`src/rtl/core/foreground_bounding_box_assert.svh`:
```
// Assertion macros shared by the foreground bounding box RTL.
// Assertions are active in simulation and empty for synthesis.
`ifndef FOREGROUND_BOUNDING_BOX_ASSERT_SVH
`define FOREGROUND_BOUNDING_BOX_ASSERT_SVH
`ifndef SYNTHESIS
`define FBB_ASSERT(label, clk, rst, prop, msg) \
  label: assert property (@(posedge clk) disable iff (rst) prop) else $error(msg);
`define FBB_ASSERT_NEVER(label, clk, rst, expr, msg) \
  label: assert property (@(posedge clk) disable iff (rst) !(expr)) else $error(msg);
`else
`define FBB_ASSERT(label, clk, rst, prop, msg)
`define FBB_ASSERT_NEVER(label, clk, rst, expr, msg)
`endif
`endif

```
`src/rtl/core/fbb_pkg.sv`:
```
// Types and constants of the foreground bounding box.
// No dependencies; used by every module of the block.
package fbb_pkg;

  localparam int CFG_INDEX_W = 3;
  localparam int CFG_DATA_W  = 13;
  localparam int SIZE_W      = 13;
  localparam int OUT_W       = 13;
  localparam int QUEUE_DEPTH = 4;
  localparam int QUEUE_PTR_W = 2;

  localparam logic [SIZE_W-1:0] SIZE_RESET = 13'd4096;

  typedef enum logic [CFG_INDEX_W-1:0] {
    REG_MATCH_MODE   = 3'd0,
    REG_IMAGE_WIDTH  = 3'd1,
    REG_IMAGE_HEIGHT = 3'd2,
    REG_KEY_RED      = 3'd3,
    REG_KEY_GREEN    = 3'd4,
    REG_KEY_BLUE     = 3'd5
  } reg_index_t;

  typedef struct packed {
    logic                  wr;
    logic [CFG_INDEX_W-1:0] index;
    logic [CFG_DATA_W-1:0]  data;
  } cfg_wr_t;

  typedef struct packed {
    logic [7:0] alpha;
    logic [7:0] blue;
    logic [7:0] green;
    logic [7:0] red;
  } pixel_t;

endpackage

```
`src/rtl/core/fbb_front.sv`:
```
// Front end: accepts pixels and classifies each as foreground or background.
// Depends on fbb_pkg; holds the match mode and key color registers.
module fbb_front import fbb_pkg::*; (
  input  logic    clk,
  input  logic    rst,
  input  cfg_wr_t cfg,
  input  logic    s_tvalid,
  output logic    s_tready,
  input  pixel_t  pixel,
  input  logic    q_full,
  output logic    q_push,
  output logic    q_fg
);

  logic       match_mode;
  logic [7:0] key_red;
  logic [7:0] key_green;
  logic [7:0] key_blue;

  always_ff @(posedge clk) begin
    if (rst) begin
      match_mode <= 1'b0;
      key_red    <= '0;
      key_green  <= '0;
      key_blue   <= '0;
    end else if (cfg.wr) begin
      case (cfg.index)
        REG_MATCH_MODE: match_mode <= cfg.data[0];
        REG_KEY_RED:    key_red    <= cfg.data[7:0];
        REG_KEY_GREEN:  key_green  <= cfg.data[7:0];
        REG_KEY_BLUE:   key_blue   <= cfg.data[7:0];
        default: ;
      endcase
    end
  end

  always_comb begin
    s_tready = !q_full;
    q_push   = s_tvalid && !q_full;
    if (match_mode) begin
      q_fg = (pixel.red != key_red) || (pixel.green != key_green) ||
             (pixel.blue != key_blue);
    end else begin
      q_fg = (pixel.alpha != 8'd0);
    end
  end

endmodule

```
`src/rtl/core/fbb_queue.sv`:
```
// Short queue of foreground flags between the front end and the back end.
// Depends on fbb_pkg and the assertion macro header.
`include "foreground_bounding_box_assert.svh"
module fbb_queue import fbb_pkg::*; (
  input  logic clk,
  input  logic rst,
  input  logic push,
  input  logic push_fg,
  output logic full,
  input  logic pop,
  output logic head_valid,
  output logic head_fg
);

  logic                   slots [QUEUE_DEPTH];
  logic [QUEUE_PTR_W-1:0] wr_ptr;
  logic [QUEUE_PTR_W-1:0] rd_ptr;
  logic [QUEUE_PTR_W:0]   count;

  assign full       = (count == (QUEUE_PTR_W+1)'(QUEUE_DEPTH));
  assign head_valid = (count != '0);
  assign head_fg    = slots[rd_ptr];

  always_ff @(posedge clk) begin
    if (push) begin
      slots[wr_ptr] <= push_fg;
    end
  end

  always_ff @(posedge clk) begin
    if (rst) begin
      wr_ptr <= '0;
      rd_ptr <= '0;
      count  <= '0;
    end else begin
      if (push) begin
        wr_ptr <= wr_ptr + 1'b1;
      end
      if (pop) begin
        rd_ptr <= rd_ptr + 1'b1;
      end
      case ({push, pop})
        2'b10:   count <= count + 1'b1;
        2'b01:   count <= count - 1'b1;
        default: count <= count;
      endcase
    end
  end

  `FBB_ASSERT(a_count_bound, clk, rst, count <= (QUEUE_PTR_W+1)'(QUEUE_DEPTH), "queue overfilled")
  `FBB_ASSERT_NEVER(a_pop_empty, clk, rst, pop && !head_valid, "pop from empty queue")

endmodule

```
`src/rtl/core/fbb_back.sv`:
```
// Back end: column and row counters, edge tracking and the result register.
// Depends on fbb_pkg and the assertion macro header.
`include "foreground_bounding_box_assert.svh"
module fbb_back import fbb_pkg::*; #(
  parameter int MAX_SIDE = 4096
) (
  input  logic               clk,
  input  logic               rst,
  input  cfg_wr_t            cfg,
  input  logic               q_valid,
  input  logic               q_fg,
  output logic               q_pop,
  output logic               m_tvalid,
  input  logic               m_tready,
  output logic [4*OUT_W-1:0] m_fields,
  output logic               m_found
);

  localparam int CNT_W = $clog2(MAX_SIDE);
  localparam int SW    = $clog2(MAX_SIDE + 1);
  localparam int CW    = (SW > SIZE_W) ? SW : SIZE_W;
  localparam int LEFT_RESET = (4096 > MAX_SIDE) ? MAX_SIDE : 4096;

  function automatic logic [SW-1:0] clamp_side(input logic [SIZE_W-1:0] v);
    logic [CW-1:0] vx;
    vx = CW'(v);
    if (v == '0) begin
      return SW'(1);
    end else if (vx > CW'(MAX_SIDE)) begin
      return SW'(MAX_SIDE);
    end
    return SW'(vx);
  endfunction

  logic [SIZE_W-1:0] image_width;
  logic [SIZE_W-1:0] image_height;
  logic [CNT_W-1:0]  col;
  logic [CNT_W-1:0]  row;
  logic [SW-1:0]     left;
  logic [SW-1:0]     right;
  logic [CNT_W-1:0]  top;
  logic [SW-1:0]     bottom;
  logic              top_seen;
  logic              row_hit;

  logic [SW-1:0]    w_eff;
  logic [SW-1:0]    h_eff;
  logic             col_last;
  logic             row_last;
  logic             frame_last;
  logic             hit;
  logic [SW-1:0]    left_next;
  logic [SW-1:0]    right_next;
  logic [CNT_W-1:0] top_next;
  logic [SW-1:0]    bottom_next;
  logic             seen_next;
  logic             emit;

  always_comb begin
    w_eff       = clamp_side(image_width);
    h_eff       = clamp_side(image_height);
    col_last    = (SW'(col) + SW'(1)) >= w_eff;
    row_last    = (SW'(row) + SW'(1)) >= h_eff;
    frame_last  = col_last && row_last;
    q_pop       = q_valid && (!frame_last || !m_tvalid || m_tready);
    emit        = q_pop && frame_last;
    hit         = row_hit || q_fg;
    left_next   = (q_fg && (SW'(col) < left)) ? SW'(col) : left;
    right_next  = (q_fg && (SW'(col) >= right)) ? SW'(col) + SW'(1) : right;
    top_next    = top;
    bottom_next = bottom;
    seen_next   = top_seen;
    if (col_last && hit) begin
      if (!top_seen) begin
        top_next = row;
      end
      seen_next   = 1'b1;
      bottom_next = SW'(row) + SW'(1);
    end
  end

  always_ff @(posedge clk) begin
    if (rst) begin
      image_width  <= SIZE_RESET;
      image_height <= SIZE_RESET;
      col          <= '0;
      row          <= '0;
      left         <= SW'(LEFT_RESET);
      right        <= '0;
      top          <= '0;
      bottom       <= '0;
      top_seen     <= 1'b0;
      row_hit      <= 1'b0;
      m_tvalid     <= 1'b0;
    end else begin
      if (q_pop) begin
        if (frame_last) begin
          col      <= '0;
          row      <= '0;
          left     <= w_eff;
          right    <= '0;
          top      <= '0;
          bottom   <= '0;
          top_seen <= 1'b0;
          row_hit  <= 1'b0;
        end else if (col_last) begin
          col      <= '0;
          row      <= row + 1'b1;
          left     <= left_next;
          right    <= right_next;
          top      <= top_next;
          bottom   <= bottom_next;
          top_seen <= seen_next;
          row_hit  <= 1'b0;
        end else begin
          col     <= col + 1'b1;
          left    <= left_next;
          right   <= right_next;
          row_hit <= hit;
        end
      end
      if (cfg.wr) begin
        case (cfg.index)
          REG_IMAGE_WIDTH: begin
            image_width <= cfg.data;
            if (right == '0) begin
              left <= clamp_side(cfg.data);
            end
          end
          REG_IMAGE_HEIGHT: image_height <= cfg.data;
          default: ;
        endcase
      end
      if (emit) begin
        m_tvalid <= 1'b1;
      end else if (m_tready) begin
        m_tvalid <= 1'b0;
      end
    end
  end

  always_ff @(posedge clk) begin
    if (emit) begin
      m_found <= seen_next;
      if (seen_next) begin
        m_fields <= {OUT_W'(bottom_next) - OUT_W'(top_next),
                     OUT_W'(right_next) - OUT_W'(left_next),
                     OUT_W'(0) - OUT_W'(top_next),
                     OUT_W'(0) - OUT_W'(left_next)};
      end else begin
        m_fields <= '0;
      end
    end
  end

  `FBB_ASSERT(a_empty_zero, clk, rst, m_tvalid && !m_found |-> m_fields == '0, "empty frame result not zero")
  `FBB_ASSERT(a_row_wrap, clk, rst, q_pop && col_last && !frame_last |=> col == '0 && row == $past(row) + 1'b1, "row advance wrong")
  `FBB_ASSERT(a_seen_right, clk, rst, top_seen |-> right != '0, "foreground row without right edge")

endmodule

```
`src/rtl/core/foreground_bounding_box.sv`:
```
// Foreground bounding box: a new pixel can be accepted every cycle.
// A frame's result is registered after the last pixel of the frame leaves the queue.
// Input stalls only while the queue is full, i.e. when a frame result waits
// on the result port. Synchronous reset clears the queue pointers, counters
// and result valid, and resets the config registers, but not the result data.
module foreground_bounding_box import fbb_pkg::*; #(
  parameter int MAX_SIDE = 4096
) (
  input  logic                   clk,
  input  logic                   rst,
  input  logic                   cfg_valid,
  output logic                   cfg_ready,
  input  logic [CFG_INDEX_W-1:0] cfg_index,
  input  logic [CFG_DATA_W-1:0]  cfg_data,
  input  logic                   s_tvalid,
  output logic                   s_tready,
  // pixel_red, pixel_green, pixel_blue, pixel_alpha
  input  logic [31:0]            s_tdata,
  output logic                   m_tvalid,
  input  logic                   m_tready,
  // offset_x, offset_y, box_width, box_height, zero pad
  output logic [55:0]            m_tdata,
  // found
  output logic                   m_tuser
);

  cfg_wr_t            cfg;
  logic               q_full;
  logic               q_push;
  logic               q_push_fg;
  logic               q_pop;
  logic               q_valid;
  logic               q_fg;
  logic [4*OUT_W-1:0] fields;

  assign cfg_ready = 1'b1;
  assign cfg.wr    = cfg_valid;
  assign cfg.index = cfg_index;
  assign cfg.data  = cfg_data;
  assign m_tdata   = {4'b0000, fields};

  fbb_front u_front (
    .clk      (clk),
    .rst      (rst),
    .cfg      (cfg),
    .s_tvalid (s_tvalid),
    .s_tready (s_tready),
    .pixel    (pixel_t'(s_tdata)),
    .q_full   (q_full),
    .q_push   (q_push),
    .q_fg     (q_push_fg)
  );

  fbb_queue u_queue (
    .clk        (clk),
    .rst        (rst),
    .push       (q_push),
    .push_fg    (q_push_fg),
    .full       (q_full),
    .pop        (q_pop),
    .head_valid (q_valid),
    .head_fg    (q_fg)
  );

  fbb_back #(
    .MAX_SIDE (MAX_SIDE)
  ) u_back (
    .clk      (clk),
    .rst      (rst),
    .cfg      (cfg),
    .q_valid  (q_valid),
    .q_fg     (q_fg),
    .q_pop    (q_pop),
    .m_tvalid (m_tvalid),
    .m_tready (m_tready),
    .m_fields (fields),
    .m_found  (m_tuser)
  );

endmodule

```
`config.mk`:
```
export PLATFORM = sky130hd
export DESIGN_NAME = foreground_bounding_box
export DESIGN_NICKNAME = d
export VERILOG_FILES = /design/src/rtl/core/fbb_pkg.sv /design/src/rtl/core/fbb_front.sv /design/src/rtl/core/fbb_queue.sv /design/src/rtl/core/fbb_back.sv /design/src/rtl/core/foreground_bounding_box.sv
export VERILOG_INCLUDE_DIRS = /design/src /design/src/rtl/core
export SDC_FILE = /design/constraint.sdc
export NUM_CORES = 1
export LEC_CHECK = 0
export BUFFER_PORTS_ARGS = -buffer_cell sky130_fd_sc_hd__buf_2
export CAP_MARGIN = 20
export CORE_UTILIZATION = 60
export DETAILED_ROUTE_END_ITERATION = 6
export GPL_TIMING_DRIVEN = 0
export PLACE_DENSITY = 0.81
export SLEW_MARGIN = 20
export SYNTH_ARGS = -nofsm -noshare
export SYNTH_HDL_FRONTEND = slang
export SYNTH_SLANG_ARGS = --single-unit
```
`constraint.sdc`:
```
create_clock -name clk -period 8.2 [get_ports clk]
set_input_delay 0.82 -clock clk [delete_from_list [all_inputs] [get_ports clk]]
set_output_delay 0.82 -clock clk [all_outputs]
set_load 0.1 [all_outputs]
```
# [Word-level counts from Yosys, hierarchy flattened]
# Memories as Yosys holds them, arrays and structs flattened. A register that Yosys moved wholly into a read port is not among the register bits.
# Cells that the tools add are included.
[word_totals] n_memories=1 ff_bits=189 latch_bits=0 rom_bits=0 output_inout_bits=60 in_bits=53 wordCells=134 mem_bits_rw=4
[memory_table] name="u_queue.slots" words=4 width=1 rd=1 rd_ports_with_merged_regs=1 write_ports=1 line="fbb_queue.sv:15" source="logic slots [QUEUE_DEPTH];"
[op_classes] n_mux=51 n_eq_ne=11 div_mod_pow=0 reduce_logical=32 n_mul=0 n_lt_le_gt_ge=7 shift=0 n_addsub=12 bitwise=0
[op_table] cell="2-to-1 mux 13 bit" count=20
[op_table] cell="2-to-1 mux 12 bit" count=8
[op_table] cell="logical NOT 13 bit" count=4
[op_table] cell="> comparator 13 bit, second input constant" count=3
[op_table] cell="adder 12 x 1 -> 13 bit, second input constant" count=2
[op_table] cell="greater-or-equal comparator 13 bit" count=2
[op_table] cell="adder 12 x 1 -> 12 bit, second input constant" count=2
[op_table] cell="!= test 8 bit" count=3
[op_table] cell="2-to-1 mux 1 bit" count=20
[op_table] cell="AND reduction 2 bit" count=7
[op_table] cell="greater-or-equal comparator 12 x 13 -> 1 bit" count=1
[op_table] cell="less-than comparator 12 x 13 -> 1 bit" count=1
[op_table] cell="subtractor 1 x 12 -> 13 bit, first input constant" count=1
[op_table] cell="subtractor 1 x 13 -> 13 bit, first input constant" count=1
[op_table] cell="subtractor 13 x 12 -> 13 bit" count=1
[op_table] cell="subtractor 13 bit" count=1
[op_table] cell="equality test 3 bit, second input constant" count=3
[op_table] cell="nonzero test 8 bit" count=1
[op_table] cell="logical AND 1 bit" count=7
[op_table] cell="equality test 3 x 2 -> 1 bit, second input constant" count=2
[op_table] cell="case mux 3 bit (2 select lines)" count=1
[op_table] cell="nonzero test 2 bit" count=3
[op_table] cell="logical OR 1 bit" count=5
[op_table] cell="adder 2 x 1 -> 2 bit, second input constant" count=2
[op_table] cell="other kinds (9)" count=12

# [Depth between registers and ports, before layout]
[logic_depth] word_depth=14 depth_mapped=27 ltp_nobuf=24

# [Modules after synthesis]
# Synthesis repeated with hierarchy kept, for this count alone.
[unflattened] hier_cells=1385 hier_area_um2=11970.2
[by_module_without_submodules] module="fbb_back" cells_each=1187 area_per_inst_um2=10146.0 instances=1 seq_area_each_um2=3673.5
[by_module_without_submodules] module="fbb_front" cells_each=143 area_per_inst_um2=1208.7 instances=1 seq_area_each_um2=500.5
[by_module_without_submodules] module="fbb_queue" cells_each=48 area_per_inst_um2=570.5 instances=1 seq_area_each_um2=300.3
[by_module_without_submodules] module="foreground_bounding_box" cells_each=7 area_per_inst_um2=45.0 instances=1 seq_area_each_um2=0.0

# [Worst setup path before layout]
# OpenSTA, ideal clock, no wires.
[synth_timing] path_kind="register -> register" start="register u_back.row[0]" end="register u_back.m_fields[0] (enable)" slack_ns=2.175 stages_incl_launch_ff=18 setup_time_ns=0.467 arrival_ns=5.559 synth_period_minus_slack_ns=6.025 t_required_ns=7.733 n_path_buf=1 path_cell_list="dfxtp_1 -> ha_1 -> nand3_1 -> nor2_1 -> and3_1 -> clkbuf_1 -> nand3_1 -> xnor2_1 -> ha_1 -> a21oi_1 -> nor2b_1 -> o21ai_0 -> nand2b_1 -> a2111o_1 -> a41o_1 -> inv_1 -> nand2_1 -> nor2_1"
[synth_between] elab_chain_cells=8
[synth_rtl] element="start: declaration" line="fbb_back.sv:38" source="logic [CNT_W-1:0] row;"
[synth_rtl] element="start signal: assignment" line="fbb_back.sv:108" source="row <= row + 1'b1;"
[synth_rtl] element="adder 12 x 1 -> 13 bit *" line="fbb_back.sv:63" source="row_last = (SW'(row) + SW'(1)) >= h_eff;"
[synth_rtl] element="greater-or-equal comparator 13 bit *" line="fbb_back.sv:63"
[synth_rtl] element="logical AND 1 bit *" line="fbb_back.sv:64" source="frame_last = col_last && row_last;"
[synth_rtl] element="logical NOT 1 bit" line="fbb_back.sv:65" source="q_pop = q_valid && (!frame_last || !m_tvalid || m_tready);"
[synth_rtl] element="logical OR 1 bit (2 in a row)" line="fbb_back.sv:65"
[synth_rtl] element="logical AND 1 bit" line="fbb_back.sv:65"
[synth_rtl] element="logical AND 1 bit *" line="fbb_back.sv:66" source="emit = q_pop && frame_last;"
[synth_rtl] element="net u_back.emit" line="fbb_back.sv:57" source="logic emit;"
[synth_rtl] element="end signal: assignment" line="fbb_back.sv:146" source="m_fields <= {OUT_W'(bottom_next) - OUT_W'(top_next),"
[synth_rtl] element="end: declaration" line="fbb_back.sv:15" source="output logic [4*OUT_W-1:0] m_fields,"
# Mark *: on every way through the listed nets, which the timed path passes. The rest lies on a longest branch.
# A chain may end at the register's enable or synchronous reset.

# [Worst setup path in the final report]
[layout_timing] start="register u_back.col[3]" end="register u_back.m_fields[51], data pin"
[layout_between] elab_chain_cells=5 word_cells_on_any_way=7 cone_classes="add/sub: 2; order compare: 1; mux: 3; reduce/logical: 1"
[layout_rtl] element="start: declaration" line="fbb_back.sv:37" source="logic [CNT_W-1:0] col;"
[layout_rtl] element="start signal: assignment" line="fbb_back.sv:116" source="col <= col + 1'b1;"
[layout_rtl] element="adder 12 x 1 -> 13 bit *" line="fbb_back.sv:62" source="col_last = (SW'(col) + SW'(1)) >= w_eff;"
[layout_rtl] element="greater-or-equal comparator 13 bit *" line="fbb_back.sv:62"
[layout_rtl] element="logical AND 1 bit *" line="fbb_back.sv:73" source="if (col_last && hit) begin"
[layout_rtl] element="2-to-1 mux 13 bit / 2-to-1 mux 12 bit (equally long branches)" line="fbb_back.sv:73"
[layout_rtl] element="subtractor 13 x 12 -> 13 bit" line="fbb_back.sv:146"
# Every way passes the cells marked *; elsewhere a longest branch is shown, timed or not.

==> results.ini <==
[run_status]
status = finished, final reports clean

[global_route]
grt_use_total_pct = 33.8
grt_pass1_vias = 10000
antenna_found_initial = 0
grt-ovfl-total = 0
grt_pass1_wl_mm = 52.5
grt_max_degree = 29

[timing]
tightestPinTransition_ns = 1.07
finalMaxSlewViolations = 0
finalSetupTns_ns = 0
finalSetupViolations = 0
fin_skew_ns = 0.0138
post-route-min-period_ns = 7.75
max_freq_mhz = 129
relSlewSlack_pct = 28.2
finalHoldViolCount = 0
fin_crit_sh_pct = 94.5
rsz0062_at_grt = no

[pwr]
power_frac_comb_pct = 46.3
clock_power_share_pct = 22.9
powerDensity_nw_per_um2 = 267
internal_power_mw = 2.07
p_leak_nw = 5.55
p_seq_share_pct = 30.8
irDropWorstVdd_mv = 0.193
p_switching_mw = 1.47
netSwitchingFraction_pct = 41.5

[yosys]
syn_area_um2 = 11800
ys.flop_type = dfxtp_1
synth-seq-cells = 195
synth.distinct_cells = 86
synth_top_cell_by_area = dfxtp_1
synth.area.top_cells = dfxtp_1 23%, edfxtp_1 15%, ha_1 8.3%, nand2_1 7.0%, a21oi_1 5.1%
ys_seq_area_share_pct = 37.9
synth_top_area_share_pct = 23.4
yosysMostFrequentCell = nand2_1
synth_area_per_cell_um2 = 8.52
async_flop_share_pct = 0
synthTopCellsByCount = 221 x nand2_1, 138 x dfxtp_1, 120 x a21oi_1
ys_warn_count = 0
synth_edf_count = 57
syn_inst = 1384

[placement]
port_buffers = 105
gp_congestion = 0.952
dpl.hpwl_mm = 25.6
place_area_um2 = 12700
post-place-cells = 1754

[critical_path]
rrSetupSlack_ns = 0.45
rr_worst_depth = 27
critical_path_required_ns = 8.38
critPathCaptureType = flop
arrival_ns = 7.93
path_max_fanout = 10
path_class = reg2reg
r2r-start = u_back.col[3]$_SDFFE_PP0N_
startpoint_type = flop
r2r-end = u_back.m_fields[51]$_SDFFCE_PN0P_

[cells_and_area]
drive_above_1_share_pct = 12.5
area_growth_pct = 12.5
nNetsFinal = 1646
multi_input_area_um2 = 6810
finalInstanceArea_um2 = 13300
seq_area_um2 = 4470
antennaDiodeCount = 0
layout.cells.non_filler = 1786
fillers = 1519

[routing]
final_antenna_net_count = 0
viasPerCell = 6.13
route.detailed.drc = 0
first_iter_violations = 1067
wirelength_mm = 33.4
detail_route.first_pass.iterations = 6
vias = 10900
detail_route.wl_per_cell_um = 18.7

[clock_network]
cts_resized = 0
ctsHoldBuffers = 0
path_clk_slew_ns = 0.07
clockBufferDepth = 2
cts_sinks = 195
cts-root-buf = clkbuf_16
post_cts_buffers = 0
numCtsBuffers = 17
clk_latency_ns = 0.44
htreeDepth = 4
tritoncts = yes

[hold_path]
worstHoldStart = u_back.bottom[10]$_SDFFE_PP0P_
hold_end = u_back.bottom[10]$_SDFFE_PP0P_
hp-class = reg2reg
min_path_cells = 2

[floorplanning]
die_area_um2 = 20200
initial_utilization_pct = 62.2
die-height_um = 142
chipWidth_um = 142
num_rows = 50
core-area_um2 = 19000
design.portCount = 113

[run]
maxCapViolations = 0

per-stage QoR:
| step | hold slack (ns) | setup slack [ns] | power, mW | utilization (%) |
|---|---|---|---|---|
| after CTS | 0.455 | 0.668 | 3.50 | 70.0 |
| final | 0.456 | 0.453 | 3.54 | 70.0 |
| after detailed placement | 0.445 | 0.729 | 2.69 | 67.0 |
| after global placement | 0.438 | -0.127 | 2.64 | 66.8 |
| after floorplan | 0.432 | 2.17 | 2.29 | - |
| after global routing | 0.486 | 0.0590 | 3.74 | 70.0 |
power by group through the flow:
stage | logic [mW] | clock network (mW) | registers [mW]
floorplan | 1.19 | 0 | 1.10
global placement | 1.53 | 0 | 1.11
detailed placement | 1.58 | 0 | 1.11
CTS | 1.60 | 0.814 | 1.09
global route | 1.79 | 0.851 | 1.10
finish | 1.64 | 0.809 | 1.09
worst max-delay path, cell delays in order (launching register included):
cell and delay [ns]:
dfxtp_1 0.40, clkbuf_1 0.36, nand3_1 0.15, nor2_1 0.21, and3_1 0.26, nand3_1 0.22
xnor2_1 0.47, ha_1 0.27, nand4_1 0.16, a2111oi_2 0.52, nand2_1 0.33, a21oi_1 0.54
buf_2 0.33, buf_1 0.53, nand2_1 0.20, nand2_1 0.14, ha_1 0.28, or2_2 0.28
clkbuf_1 0.17, a21o_1 0.18, a21oi_1 0.14, o221ai_1 0.17, mux2i_1 0.25, a311oi_1 0.10
a21o_2 0.21, a21oi_1 0.34, nor3b_1 0.10, nand3b_1 0.17
per-layer routing:
metal	global-route usage [%]	wire [um]	vias up
li1	-	-	5186
met5	0	0	-
met1	47.0	14500	5087
met2	53.4	14900	593
met3	5.28	3150	74
met4	11.8	841	0
state kept, by name (all words and copies together), names as in the netlist, 12 cells and up, named ones only:
signal	flops
u_back.m_fields	52
u_back.bottom	13
u_back.image_height	13
u_back.image_width	13
u_back.left	13
u_back.right	13
u_back.col	12
u_back.row	12
u_back.top	12
layout make-up:
class,count,area share (%)
clock buffer,18,3.23
tap,260,2.45
inverter,52,1.47
timing repair buffer,107,4.32
multi-input combinational,1066,51.3
sequential,195,33.7
clock inverter,14,0.990
buffer,74,2.50
cell usage in the layout (no fill, tap or decap), types with 7 or more instances in the layout:
cell / synthesis / layout
o21ai_0: 54 / 54
or2_2: 7 / 7
nor2b_1: 10 / 10
buf_1: 12 / 12
o21a_1: 7 / 7
xnor2_1: 40 / 40
ha_1: 78 / 78
buf_4: 9 / 9
nor3_1: 31 / 31
or3_1: 9 / 9
a211oi_1: 7 / 7
xor2_1: 49 / 49
clkbuf_16: 0 / 17
a31oi_1: 9 / 9
and3_1: 22 / 22
nand2b_1: 8 / 8
a22oi_1: 8 / 8
a32o_1: 17 / 17
nand2_1: 221 / 221
and2_1: 11 / 11
o211ai_1: 8 / 8
clkbuf_1: 42 / 43
edfxtp_1: 57 / 57
a22o_1: 12 / 12
a21oi_1: 120 / 120
buf_2: 10 / 115
nor2_1: 115 / 114
a21o_1: 14 / 14
nand4_1: 12 / 12
nand3_1: 41 / 41
inv_1: 51 / 51
mux2i_1: 37 / 37
nor3b_1: 7 / 7
nor4_1: 23 / 23
dfxtp_1: 138 / 138
how the worst max path moves through the flow:
stage	end	slack (ns)	startpoint
2_1_floorplan	u_back.m_fields[0]$_SDFFCE_PN0P_	2.17	u_back.row[0]$_SDFFE_PP0P_
3_5_place_dp	u_back.m_fields[51]$_SDFFCE_PN0P_	0.73	u_back.col[3]$_SDFFE_PP0N_
6_report	u_back.m_fields[51]$_SDFFCE_PN0P_	0.45	u_back.col[3]$_SDFFE_PP0N_
4_1_cts	u_back.m_fields[51]$_SDFFCE_PN0P_	0.67	u_back.col[3]$_SDFFE_PP0N_
3_3_place_gp	u_back.m_fields[29]$_SDFFCE_PN0P_	-0.13	u_back.col[3]$_SDFFE_PP0N_
5_1_grt	u_back.m_fields[45]$_SDFFCE_PN0P_	0.06	u_back.col[3]$_SDFFE_PP0N_
cell families (layout without fill, tap and decap cells):
| kind of cell | after synthesis | count (layout) | share of synthesized area, % |
|---|---|---|---|
| and+or+nand+nor | 534 | 534 | 20.8 |
| AOI/OAI and AO/OA | 315 | 315 | 17.7 |
| DFF | 195 | 195 | 37.9 |
| buffers and inverters | 126 | 265 | 4.47 |
| xor gates and xnor gates | 89 | 89 | 6.61 |
| adders and majority gates | 82 | 82 | 8.80 |
| muxes | 41 | 41 | 3.62 |
| other | 2 | 5 | 0.0637 |
No activity file was read; power rests on OpenSTA's default activity.
